**src/rtl/tbpd_pkg.sv**
```systemverilog
// Shared types and constants for the tilt balance PD controller.
// No dependencies; imported by every module of the block.
package tbpd_pkg;

  typedef enum logic [1:0] {
    ACT_DRIVE = 2'd0,
    ACT_HOLD  = 2'd1,
    ACT_LOCK  = 2'd2
  } action_t;

  // Register indexes (byte address = 4 * index)
  localparam logic [1:0] REG_GAIN_P    = 2'd0;
  localparam logic [1:0] REG_GAIN_D    = 2'd1;
  localparam logic [1:0] REG_SPEED_CAP = 2'd2;
  localparam logic [1:0] REG_LEVEL_THR = 2'd3;

  localparam int unsigned PADDR_W = 4;

  // Error magnitude above which the command is forced to the limit (13 deg)
  localparam logic [16:0] STEEP_ERROR  = 17'd1300;
  // Heading beyond 90 deg flips the error sign
  localparam logic signed [15:0] HEADING_FLIP = 16'sd9000;

  typedef struct packed {
    logic signed [15:0] tilt_angle;
    logic signed [15:0] tilt_rate;
    logic signed [15:0] heading;
  } in_item_t;

  typedef struct packed {
    action_t            action;
    logic signed [15:0] speed_cmd;
    logic               balanced;
  } out_item_t;

  typedef struct packed {
    logic signed [15:0] gain_p;
    logic signed [15:0] gain_d;
    logic        [14:0] speed_cap;
    logic        [14:0] level_threshold;
  } cfg_t;

  typedef struct packed {
    logic               level;
    logic signed [15:0] speed;
  } law_res_t;

  typedef struct packed {
    action_t action;
    logic    balanced;
  } dwell_res_t;

endpackage

```
**src/rtl/tbpd_cfg.sv**
```systemverilog
// APB-style register file: gains, speed limit and level threshold.
// Depends on tbpd_pkg for cfg_t and the register indexes.
module tbpd_cfg
  import tbpd_pkg::*;
(
  input  logic               clk,
  input  logic               rst,
  input  logic               psel,
  input  logic               penable,
  input  logic               pwrite,
  input  logic [PADDR_W-1:0] paddr,
  input  logic [31:0]        pwdata,
  output logic [31:0]        prdata,
  output logic               pready,
  output cfg_t               cfg
);

  logic [1:0] reg_idx;
  logic       wr_en;

  assign reg_idx = paddr[PADDR_W-1:2];
  assign wr_en   = psel && penable && pwrite;
  assign pready  = 1'b1;

  always_ff @(posedge clk) begin
    if (rst) begin
      cfg <= '0;
    end else if (wr_en) begin
      case (reg_idx)
        REG_GAIN_P:    cfg.gain_p          <= pwdata[15:0];
        REG_GAIN_D:    cfg.gain_d          <= pwdata[15:0];
        REG_SPEED_CAP: cfg.speed_cap       <= pwdata[14:0];
        REG_LEVEL_THR: cfg.level_threshold <= pwdata[14:0];
        default: ;
      endcase
    end
  end

  always_comb begin
    case (reg_idx)
      REG_GAIN_P:    prdata = {16'd0, cfg.gain_p};
      REG_GAIN_D:    prdata = {16'd0, cfg.gain_d};
      REG_SPEED_CAP: prdata = {17'd0, cfg.speed_cap};
      REG_LEVEL_THR: prdata = {17'd0, cfg.level_threshold};
      default:       prdata = 32'd0;
    endcase
  end

endmodule

```
**src/rtl/tbpd_law.sv**
```systemverilog
// PD control law: signed error, two multiplies, Q8.8 floor shift, steep-error
// override and clamp to the speed limit. Also the level test. Uses tbpd_pkg.
module tbpd_law
  import tbpd_pkg::*;
(
  input  in_item_t item,
  input  cfg_t     cfg,
  output law_res_t res
);

  logic signed [16:0] tilt_ext;
  logic signed [16:0] err;
  logic        [16:0] err_mag;
  logic        [16:0] tilt_mag;
  logic signed [32:0] prod_p;
  logic signed [31:0] prod_d;
  logic signed [33:0] sum;
  logic signed [25:0] shifted;
  logic signed [25:0] lim;
  logic signed [25:0] nlim;
  logic signed [25:0] speed;
  logic               steep;

  assign tilt_ext = {item.tilt_angle[15], item.tilt_angle};
  assign err      = (item.heading > HEADING_FLIP) ? -tilt_ext : tilt_ext;
  assign err_mag  = err[16] ? 17'(-err) : 17'(err);
  assign tilt_mag = tilt_ext[16] ? 17'(-tilt_ext) : 17'(tilt_ext);
  assign steep    = err_mag > STEEP_ERROR;

  assign prod_p  = cfg.gain_p * err;
  assign prod_d  = cfg.gain_d * item.tilt_rate;
  assign sum     = {prod_p[32], prod_p} + {{2{prod_d[31]}}, prod_d};
  // floor(sum / 256): upper bits of the two's complement sum
  assign shifted = sum[33:8];

  assign lim  = {11'd0, cfg.speed_cap};
  assign nlim = -lim;

  always_comb begin
    if (steep) begin
      speed = err[16] ? nlim : lim;
    end else if (shifted > lim) begin
      speed = lim;
    end else if (shifted < nlim) begin
      speed = nlim;
    end else begin
      speed = shifted;
    end
  end

  assign res.speed = speed[15:0];
  assign res.level = tilt_mag < {2'd0, cfg.level_threshold};

endmodule

```
**src/rtl/tbpd_dwell.sv**
```systemverilog
// Dwell counter and balanced latch: picks drive, hold or lock per beat.
// Uses tbpd_pkg for action_t and dwell_res_t.
module tbpd_dwell
  import tbpd_pkg::*;
#(
  parameter int DWELL_TICKS = 4
) (
  input  logic       clk,
  input  logic       rst,
  input  logic       advance,
  input  logic       level,
  output dwell_res_t res
);

  logic [2:0] quiet_ticks;
  logic [2:0] quiet_ticks_next;
  logic       balanced_latch;
  logic       balanced_latch_next;

  always_comb begin
    quiet_ticks_next    = quiet_ticks;
    balanced_latch_next = balanced_latch;
    res.action          = ACT_DRIVE;
    if (level) begin
      if (quiet_ticks > 3'(DWELL_TICKS)) begin
        balanced_latch_next = 1'b1;
        res.action          = ACT_LOCK;
      end else begin
        quiet_ticks_next = quiet_ticks + 3'd1;
        res.action       = ACT_HOLD;
      end
    end else begin
      quiet_ticks_next = 3'd0;
    end
    res.balanced = balanced_latch_next;
  end

  always_ff @(posedge clk) begin
    if (rst) begin
      quiet_ticks    <= 3'd0;
      balanced_latch <= 1'b0;
    end else if (advance) begin
      quiet_ticks    <= quiet_ticks_next;
      balanced_latch <= balanced_latch_next;
    end
  end

endmodule

```
**src/rtl/tilt_balance_pd_controller_top.sv**
```systemverilog
// Top level of the tilt balance PD controller.
// Instantiates tbpd_cfg, tbpd_law and tbpd_dwell; types from tbpd_pkg.
//
// Usage:
//   src channel (src_valid/src_stall/src_item) carries one control tick:
//   tilt, tilt rate and heading. res channel (res_valid/res_stall/res_item)
//   returns exactly one beat per tick: action, speed command, balanced flag.
//   Gains, speed limit and level threshold are to be written over the
//   APB-style port only while no tick is in flight; the block does not
//   enforce this. pready is tied high. A taken tick goes to the input
//   register, then its result beat to the result register, with the PD law
//   between. Throughput: one tick per cycle while the receiver does not
//   stall; the two multiplies and the clamp sit in the single stage between
//   the registers. Reset (rst, synchronous) clears both valid flags, the
//   dwell counter, the balanced flag and the configuration registers to
//   zero; src_stall is high during reset. When the receiver stalls, the
//   result beat holds; the input register still takes one more tick, after
//   which src_stall rises until the result beat drains.
module tilt_balance_pd_controller_top
  import tbpd_pkg::*;
#(
  parameter int DWELL_TICKS = 4
) (
  input  logic               clk,
  input  logic               rst,
  input  logic               src_valid,
  output logic               src_stall,
  input  in_item_t           src_item,
  output logic               res_valid,
  input  logic               res_stall,
  output out_item_t          res_item,
  input  logic               psel,
  input  logic               penable,
  input  logic               pwrite,
  input  logic [PADDR_W-1:0] paddr,
  input  logic [31:0]        pwdata,
  output logic [31:0]        prdata,
  output logic               pready
);

  cfg_t       cfg;
  in_item_t   s1_item;
  logic       s1_valid;
  logic       out_ready;
  logic       move;
  law_res_t   law;
  dwell_res_t dwell;

  tbpd_cfg u_cfg (
    .clk     (clk),
    .rst     (rst),
    .psel    (psel),
    .penable (penable),
    .pwrite  (pwrite),
    .paddr   (paddr),
    .pwdata  (pwdata),
    .prdata  (prdata),
    .pready  (pready),
    .cfg     (cfg)
  );

  assign out_ready = !res_valid || !res_stall;
  assign src_stall = rst || (s1_valid && !out_ready);
  assign move      = s1_valid && out_ready;

  always_ff @(posedge clk) begin
    if (rst) begin
      s1_valid <= 1'b0;
    end else if (!src_stall) begin
      s1_valid <= src_valid;
    end
  end

  always_ff @(posedge clk) begin
    if (src_valid && !src_stall) begin
      s1_item <= src_item;
    end
  end

  tbpd_law u_law (
    .item (s1_item),
    .cfg  (cfg),
    .res  (law)
  );

  tbpd_dwell #(
    .DWELL_TICKS (DWELL_TICKS)
  ) u_dwell (
    .clk     (clk),
    .rst     (rst),
    .advance (move),
    .level   (law.level),
    .res     (dwell)
  );

  always_ff @(posedge clk) begin
    if (rst) begin
      res_valid <= 1'b0;
    end else if (out_ready) begin
      res_valid <= s1_valid;
    end
  end

  // speed is only meaningful when driving
  always_ff @(posedge clk) begin
    if (move) begin
      res_item.action    <= dwell.action;
      res_item.speed_cmd <= (dwell.action == ACT_DRIVE) ? law.speed : 16'sd0;
      res_item.balanced  <= dwell.balanced;
    end
  end

endmodule

```
**config.mk**
```make
export PLATFORM = sky130hd
export DESIGN_NAME = tilt_balance_pd_controller_top
export DESIGN_NICKNAME = d
export VERILOG_FILES = /design/src/rtl/tbpd_pkg.sv /design/src/rtl/tbpd_cfg.sv /design/src/rtl/tbpd_law.sv /design/src/rtl/tbpd_dwell.sv /design/src/rtl/tilt_balance_pd_controller_top.sv
export SDC_FILE = /design/constraint.sdc
export NUM_CORES = 2
export LEC_CHECK = 0
export BUFFER_PORTS_ARGS = -buffer_cell sky130_fd_sc_hd__buf_2
export CORE_ASPECT_RATIO = 0.6
export CORE_MARGIN = 2
export CORE_UTILIZATION = 40
export CTS_CLUSTER_DIAMETER = 40
export CTS_CLUSTER_SIZE = 14
export DETAILED_ROUTE_END_ITERATION = 10
export GPL_TIMING_DRIVEN = 0
export PLACE_DENSITY_LB_ADDON = 0.05
export SKIP_CTS_REPAIR_TIMING = 1
export SLEW_MARGIN = 10
export SYNTH_ARGS = -nofsm -noshare
export SYNTH_HDL_FRONTEND = slang
export SYNTH_SLANG_ARGS = --single-unit
export TNS_END_PERCENT = 10
```
**constraint.sdc**
```tcl
create_clock -name clk -period 14.2 [get_ports clk]
set_input_delay 2.84 -clock clk [delete_from_list [all_inputs] [get_ports clk]]
set_output_delay 2.84 -clock clk [all_outputs]
set_load 0.05 [all_outputs]
```
Yosys cells after proc, flatten, opt, wreduce, memory -nomap -nowiden
Cells that the tools add are included.
Storage, ports and cells
  logic and storage cells: 63
  register bits after elaboration: 135
  output and inout port bits: 54
  bits of input ports: 91
Cells by class
  add/subtract/negate cells: 5
  equality and inequality tests: 4
  multiplexer cells: 14
  multipliers: 2
  reductions and logical operators: 18
  magnitude comparators: 6
Operators with widths (count)
  $pmux 32 s4: 1
  $mux 16: 4
  $mux 17: 3
  $add 33x32->34: 1
  $mul 16x17->33: 1
  $mul 16x16->32: 1
  $gt 26x16->1: 1
  $lt 26x26->1: 1
  $neg 15->26: 1
  $gt 17x11->1 const B: 1
  $lt 17x15->1: 1
  $neg 16->17: 1
  $neg 17->17: 1
  $gt 16x15->1 const B: 1
  $reduce_and 2->1: 5
  $mux 3: 2
  $logic_and 1x1->1: 5
  $eq 2x2->1 const B: 2
  $logic_not 1->1: 4
  $logic_not 2->1: 2
  $mux 2: 2
  $add 3x1->3 const B: 1
  $gt 3x3->1 const B: 1
  $eq 2x1->1 const B: 1
  3 further kinds: 5

Longest topological paths before layout
  depth after elaboration: 8
  depth in mapped cells: 50
  depth with buffers taken out: 45

Cells and area by module
Synthesis repeated with hierarchy kept, for this count alone.
Unflattened totals
  cell total of the unflattened synthesis: 3120
  area, all modules: 29772.3 sq um
Modules (own cells, without submodules)
  tbpd_law: cells an instance 2735, area an instance 24295.8 sq um, instances 1, sequential area each 0.0 sq um
  tbpd_cfg: cells an instance 263, area an instance 3019.1 sq um, instances 1, sequential area each 1241.2 sq um
  tilt_balance_pd_controller_top: cells an instance 95, area an instance 2228.4 sq um, instances 1, sequential area each 2052.0 sq um
  tbpd_dwell: cells an instance 27, area an instance 229.0 sq um, instances 1, sequential area each 80.1 sq um

Least setup slack after synthesis
Ideal clock, no wire load.
  kind: register -> register
  start point: register s1_item[32] in the netlist's numbering
  end point: register res_item[14] in the netlist's numbering, data pin
  buffers on the path: 5
  slack: 2.122 ns
  required time: 13.926 ns
  library setup time: 0.274 ns
  arrival: 11.804 ns
  clock period less this slack: 12.078 ns
  cell stages (with the launch flop): 46
  cells stage by stage: edfxtp_1 > clkbuf_1 > clkbuf_1 > inv_1 > ha_1 > nor4b_2 > and4_1 > nand2_1 > nor3_1 > ha_1 > a21oi_1 > clkbuf_1 > clkbuf_1 > nand2_1 > fa_1 > fa_1 > inv_1 > fa_1 > (+10 left out) > a21o_1 > a21o_1 > a21oi_1 > nand2b_1 > a211o_1 > o311a_1 > ha_1 > a211oi_1 > o21ai_0 > o32ai_1 > or3_1 > a31oi_1 > maj3_1 > a31oi_1 > clkbuf_1 > mux2_2 > o22ai_1 > a21oi_1
Between the ends
  longest elaborated chain between the ends: 8
  elaborated cells between the ends (all ways): 17
  classes of those cells: add/sub (3); mul (1); order compare (4); mux (8); reduce/logical (1)
RTL lines
  start, declared: line tilt_balance_pd_controller_top.sv:42  | in_item_t s1_item;
  start signal, assigned: line tilt_balance_pd_controller_top.sv:76  | s1_item <= src_item;
  $neg 16->17: line tbpd_law.sv:25, tbpd_law.sv:27
  $mux 17: line tbpd_law.sv:25  | assign err = (item.heading > HEADING_FLIP) ? -tilt_ext : tilt_ext;
  $mul 16x17->33: line tbpd_law.sv:30  | assign prod_p = cfg.gain_p * err;
  $add 33x32->34: line tbpd_law.sv:32  | assign sum = {prod_p[32], prod_p} + {{2{prod_d[31]}}, prod_d};
  $lt 26x26->1: line tbpd_law.sv:44  | end else if (shifted < nlim) begin
  $mux 16: line tbpd_law.sv:44
  $mux 16: line tbpd_law.sv:42  | end else if (shifted > lim) begin
  $mux 16: line tbpd_law.sv:40  | if (steep) begin
  end, declared: line tilt_balance_pd_controller_top.sv:31  | output out_item_t res_item,
Parallel ways exist; a longest one is shown, timed or not.
A chain may end at the register's enable or synchronous reset.

Final worst setup path
  start point: register s1_item[34] in the netlist's numbering
  end point: register res_item[4] in the netlist's numbering, data pin
The elaborated chain is that of the path after synthesis.

==> impl_metrics.py <==
metrics = {
    "run_status": {
        "status": "finished clean",
    },
    "clock_network": {
        "cts_tree": "yes",
        "root_buffer": "clkbuf_16",
        "cts_buffers": 17,
        "htree_num_levels": 4,
        "cts_buffer_depth": 2,
        "path_clk_slew_ps": 70,
        "insertion_delay_ps": 510,
        "clkSinkCount": 135,
    },
    "die": {
        "start_util": 0.402,
        "placement_rows": 77,
        "die_h_um": 215,
        "core_um2": 73400,
        "io_pins": 145,
        "die_width_um": 355,
        "die_area_um2": 76100,
    },
    "critical_path": {
        "cp-start-kind": "flop",
        "end_kind": "flop",
        "path_class": "reg -> reg",
        "r2r-start": "s1_item[34]",
        "cp_common_cell": "fa_1",
        "max_stage_delay_ps": 640,
        "cp.required_ps": 14410,
        "path_max_fanout": 10,
        "cp-startpoint": "s1_item[34]",
        "slowest_stage": "clkbuf_1",
        "worstPathArrival_ps": 13760,
    },
    "global_routing": {
        "busiest_layer": "met1",
        "gr-usage-met1": 0.440,
        "grt_usage": 0.274,
        "antenna_found_initial": 8,
        "met2_usage": 0.371,
        "grt_pass1_vias": 23329,
        "grt_max_degree": 25,
        "use_met3": 0.0670,
        "grt_pass1_wl_mm": 153,
        "grt_overflow_total": 0,
    },
    "yosys": {
        "yosys.area.top_type": "fa_1",
        "synthFlopType": "dfxtp_1",
        "yosysSeqAreaShare": 0.114,
        "synth_area_leaders": "fa_1 41%, inv_1 9.2%, ha_1 8.8%",
        "syn_area_um2": 29500,
        "async_flop_share": 0,
        "ys_warn_count": 0,
        "synth_cell_types": 91,
        "synth.top_cell.area_share": 0.409,
        "synth_cells": 3188,
        "synth.avg_cell_area_um2": 9.27,
        "ys_ff_latch": 135,
        "synth_edf_count": 67,
    },
    "drt": {
        "wl_per_cell_um": 23.0,
        "vias_per_cell": 5.14,
        "dr_total_vias": 22310,
        "drc": 0,
        "firstDrtPassIters": 5,
        "drt-initial-drc-count": 1801,
        "wl_mm": 99.7,
        "antenna_left": 0,
    },
    "power": {
        "combPwrFrac": 0.544,
        "ir_drop_mv": 0.0943,
        "p_leak_nw": 14.8,
        "p_switching_w": 0.000922,
        "p_seq_frac": 0.223,
        "p_per_area_nw_per_um2": 61.7,
        "pwr-share-clk": 0.234,
        "p_int_w": 0.00106,
        "p_sw_frac": 0.464,
    },
    "sta": {
        "fmax_ghz": 0.0738,
        "hold_ws_ps": 468,
        "setup_viol": 0,
        "timing.final.crit_share": 0.954,
        "drv_slew": 0,
        "fin_skew_ps": 23.6,
        "rsz0062_at_grt": "false",
        "worst_pin_slew_ps": 1330,
        "post-route-min-period_ps": 13550,
        "setup_tns_ps": 0,
        "max_slew_margin": 0.106,
        "hold_violations": 0,
    },
    "placed_design": {
        "hpwl_mm": 86.6,
        "gp_congestion": 0.968,
        "dpl_cell_area_um2": 31400,
        "numPlacedInstances": 4301,
        "port_buffers": 108,
    },
    "worst_hold_path": {
        "hold_path.class": "reg -> reg",
        "holdCritStartpoint": "u_dwell.balanced_latch",
    },
    "cells_and_area": {
        "area_growth_pct": 8.95,
        "drive_gt1_frac": 0.0781,
        "final_nets": 4244,
        "design_area_um2": 32200,
        "final_core_util": 0.438,
        "final_cells": 4343,
        "n_fill_cell": 7396,
    },
    "flow_run": {
        "cap_violations": 0,
    },
}
## critical path: cells and delay by family (launching register included)
family / cells / cell delay, ps
buf+inv: 10 / 2410
mux: 1 / 220
simple gates: 4 / 1150
compound gates: 14 / 3310
xor+xnor: 2 / 560
flops: 1 / 440
fa+ha+maj: 11 / 5160
## layout make-up
class	instances	area, um^2	area share
diodes	1	2.50	0.0000777
plain buffers	150	682	0.0212
clock buffers	18	429	0.0133
clock inverters	14	131	0.00408
inverters	726	2730	0.0848
multi-input cells	2192	22900	0.713
flip-flops and latches	135	3370	0.105
well taps	987	1230	0.0384
repair buffers	120	656	0.0204
## state kept, by name, summed over array words and instances (netlist names)
signal	cells
u_cfg.cfg	62
s1_item	48
res_item	19
u_dwell.quiet_ticks	3
res_valid	1
s1_valid	1
u_dwell.balanced_latch	1
## stage by stage
stage	power (W)	setup WS, ps
2_1_floorplan	0.00114	2120
3_3_place_gp	0.00146	-2300
3_5_place_dp	0.00147	-2270
4_1_cts	0.00195	-2350
5_1_grt	0.00212	11.8
6_report	0.00199	652
## routing by layer
| metal | up-vias | share of wire |
|---|---|---|
| met5 | - | 0 |
| met4 | 0 | 0.012 |
| met3 | 51 | 0.084 |
| met2 | 690 | 0.40 |
| met1 | 11577 | 0.50 |
| li1 | 9992 | - |
## final timing paths
path / end / cells after the start / slack (ps)
setup / recovery: res_item[4] / 42 / 650
hold reg to reg: u_dwell.balanced_latch / 2 / 470
setup reg to reg: res_item[4] / 42 / 650
hold / removal: u_dwell.balanced_latch / 2 / 470
## power by group through the flow
stage,registers [W],clock network [W],logic (W)
2_1_floorplan,0.000450,0,0.000689
3_3_place_gp,0.000451,0,0.00101
3_5_place_dp,0.000450,0,0.00102
4_1_cts,0.000441,0.000477,0.00103
5_1_grt,0.000443,0.000490,0.00119
6_report,0.000442,0.000464,0.00108
## cells in the mapped netlist (all sizes together), types with 4 or more instances
| cell type | n |
|---|---|
| inv | 726 |
| fa | 604 |
| nand2 | 388 |
| and2 | 230 |
| ha | 207 |
| a21oi | 122 |
| clkbuf | 115 |
| nor2b | 78 |
| dfxtp | 68 |
| xnor2 | 68 |
| edfxtp | 67 |
| nor2 | 61 |
| nand2b | 43 |
| buf | 35 |
| o21ai | 35 |
| nor3 | 31 |
| nand3 | 28 |
| xor2 | 27 |
| a21o | 26 |
| o21a | 18 |
| a211oi | 15 |
| mux4 | 15 |
| nand4 | 14 |
| and3 | 12 |
| a31oi | 11 |
| or3 | 11 |
| nor4 | 8 |
| o211ai | 8 |
| and4 | 7 |
| mux2 | 7 |
| or2 | 7 |
| a211o | 6 |
| mux2i | 6 |
| o22ai | 6 |
| a31o | 5 |
| nand3b | 4 |
| o21bai | 4 |
| o311ai | 4 |
| or4 | 4 |
## cells in the final DEF, fill, tap and decap left out, types with 67 or more instances in the layout
cell	Yosys	layout
clkbuf_1	115	104
dfxtp_1	68	68
fa_1	604	603
nand2_1	387	387
edfxtp_1	67	67
inv_1	726	725
a21oi_1	118	117
nor2b_1	78	78
buf_2	5	113
ha_1	207	206
and2_1	229	229
## logic make-up after synthesis
logic type / count (synthesis) / share of synthesized area
flip-flops: 135 / 0.114
multiplexers: 28 / 0.0161
buffers and inverters: 876 / 0.115
XOR/XNOR: 95 / 0.0282
AND/OR/NAND/NOR: 934 / 0.161
other: 2 / 0.000254
AO/OA/AOI/OAI: 306 / 0.0687
adder cells (fa/ha/maj): 812 / 0.497
No activity file was read; power rests on OpenSTA's default activity.
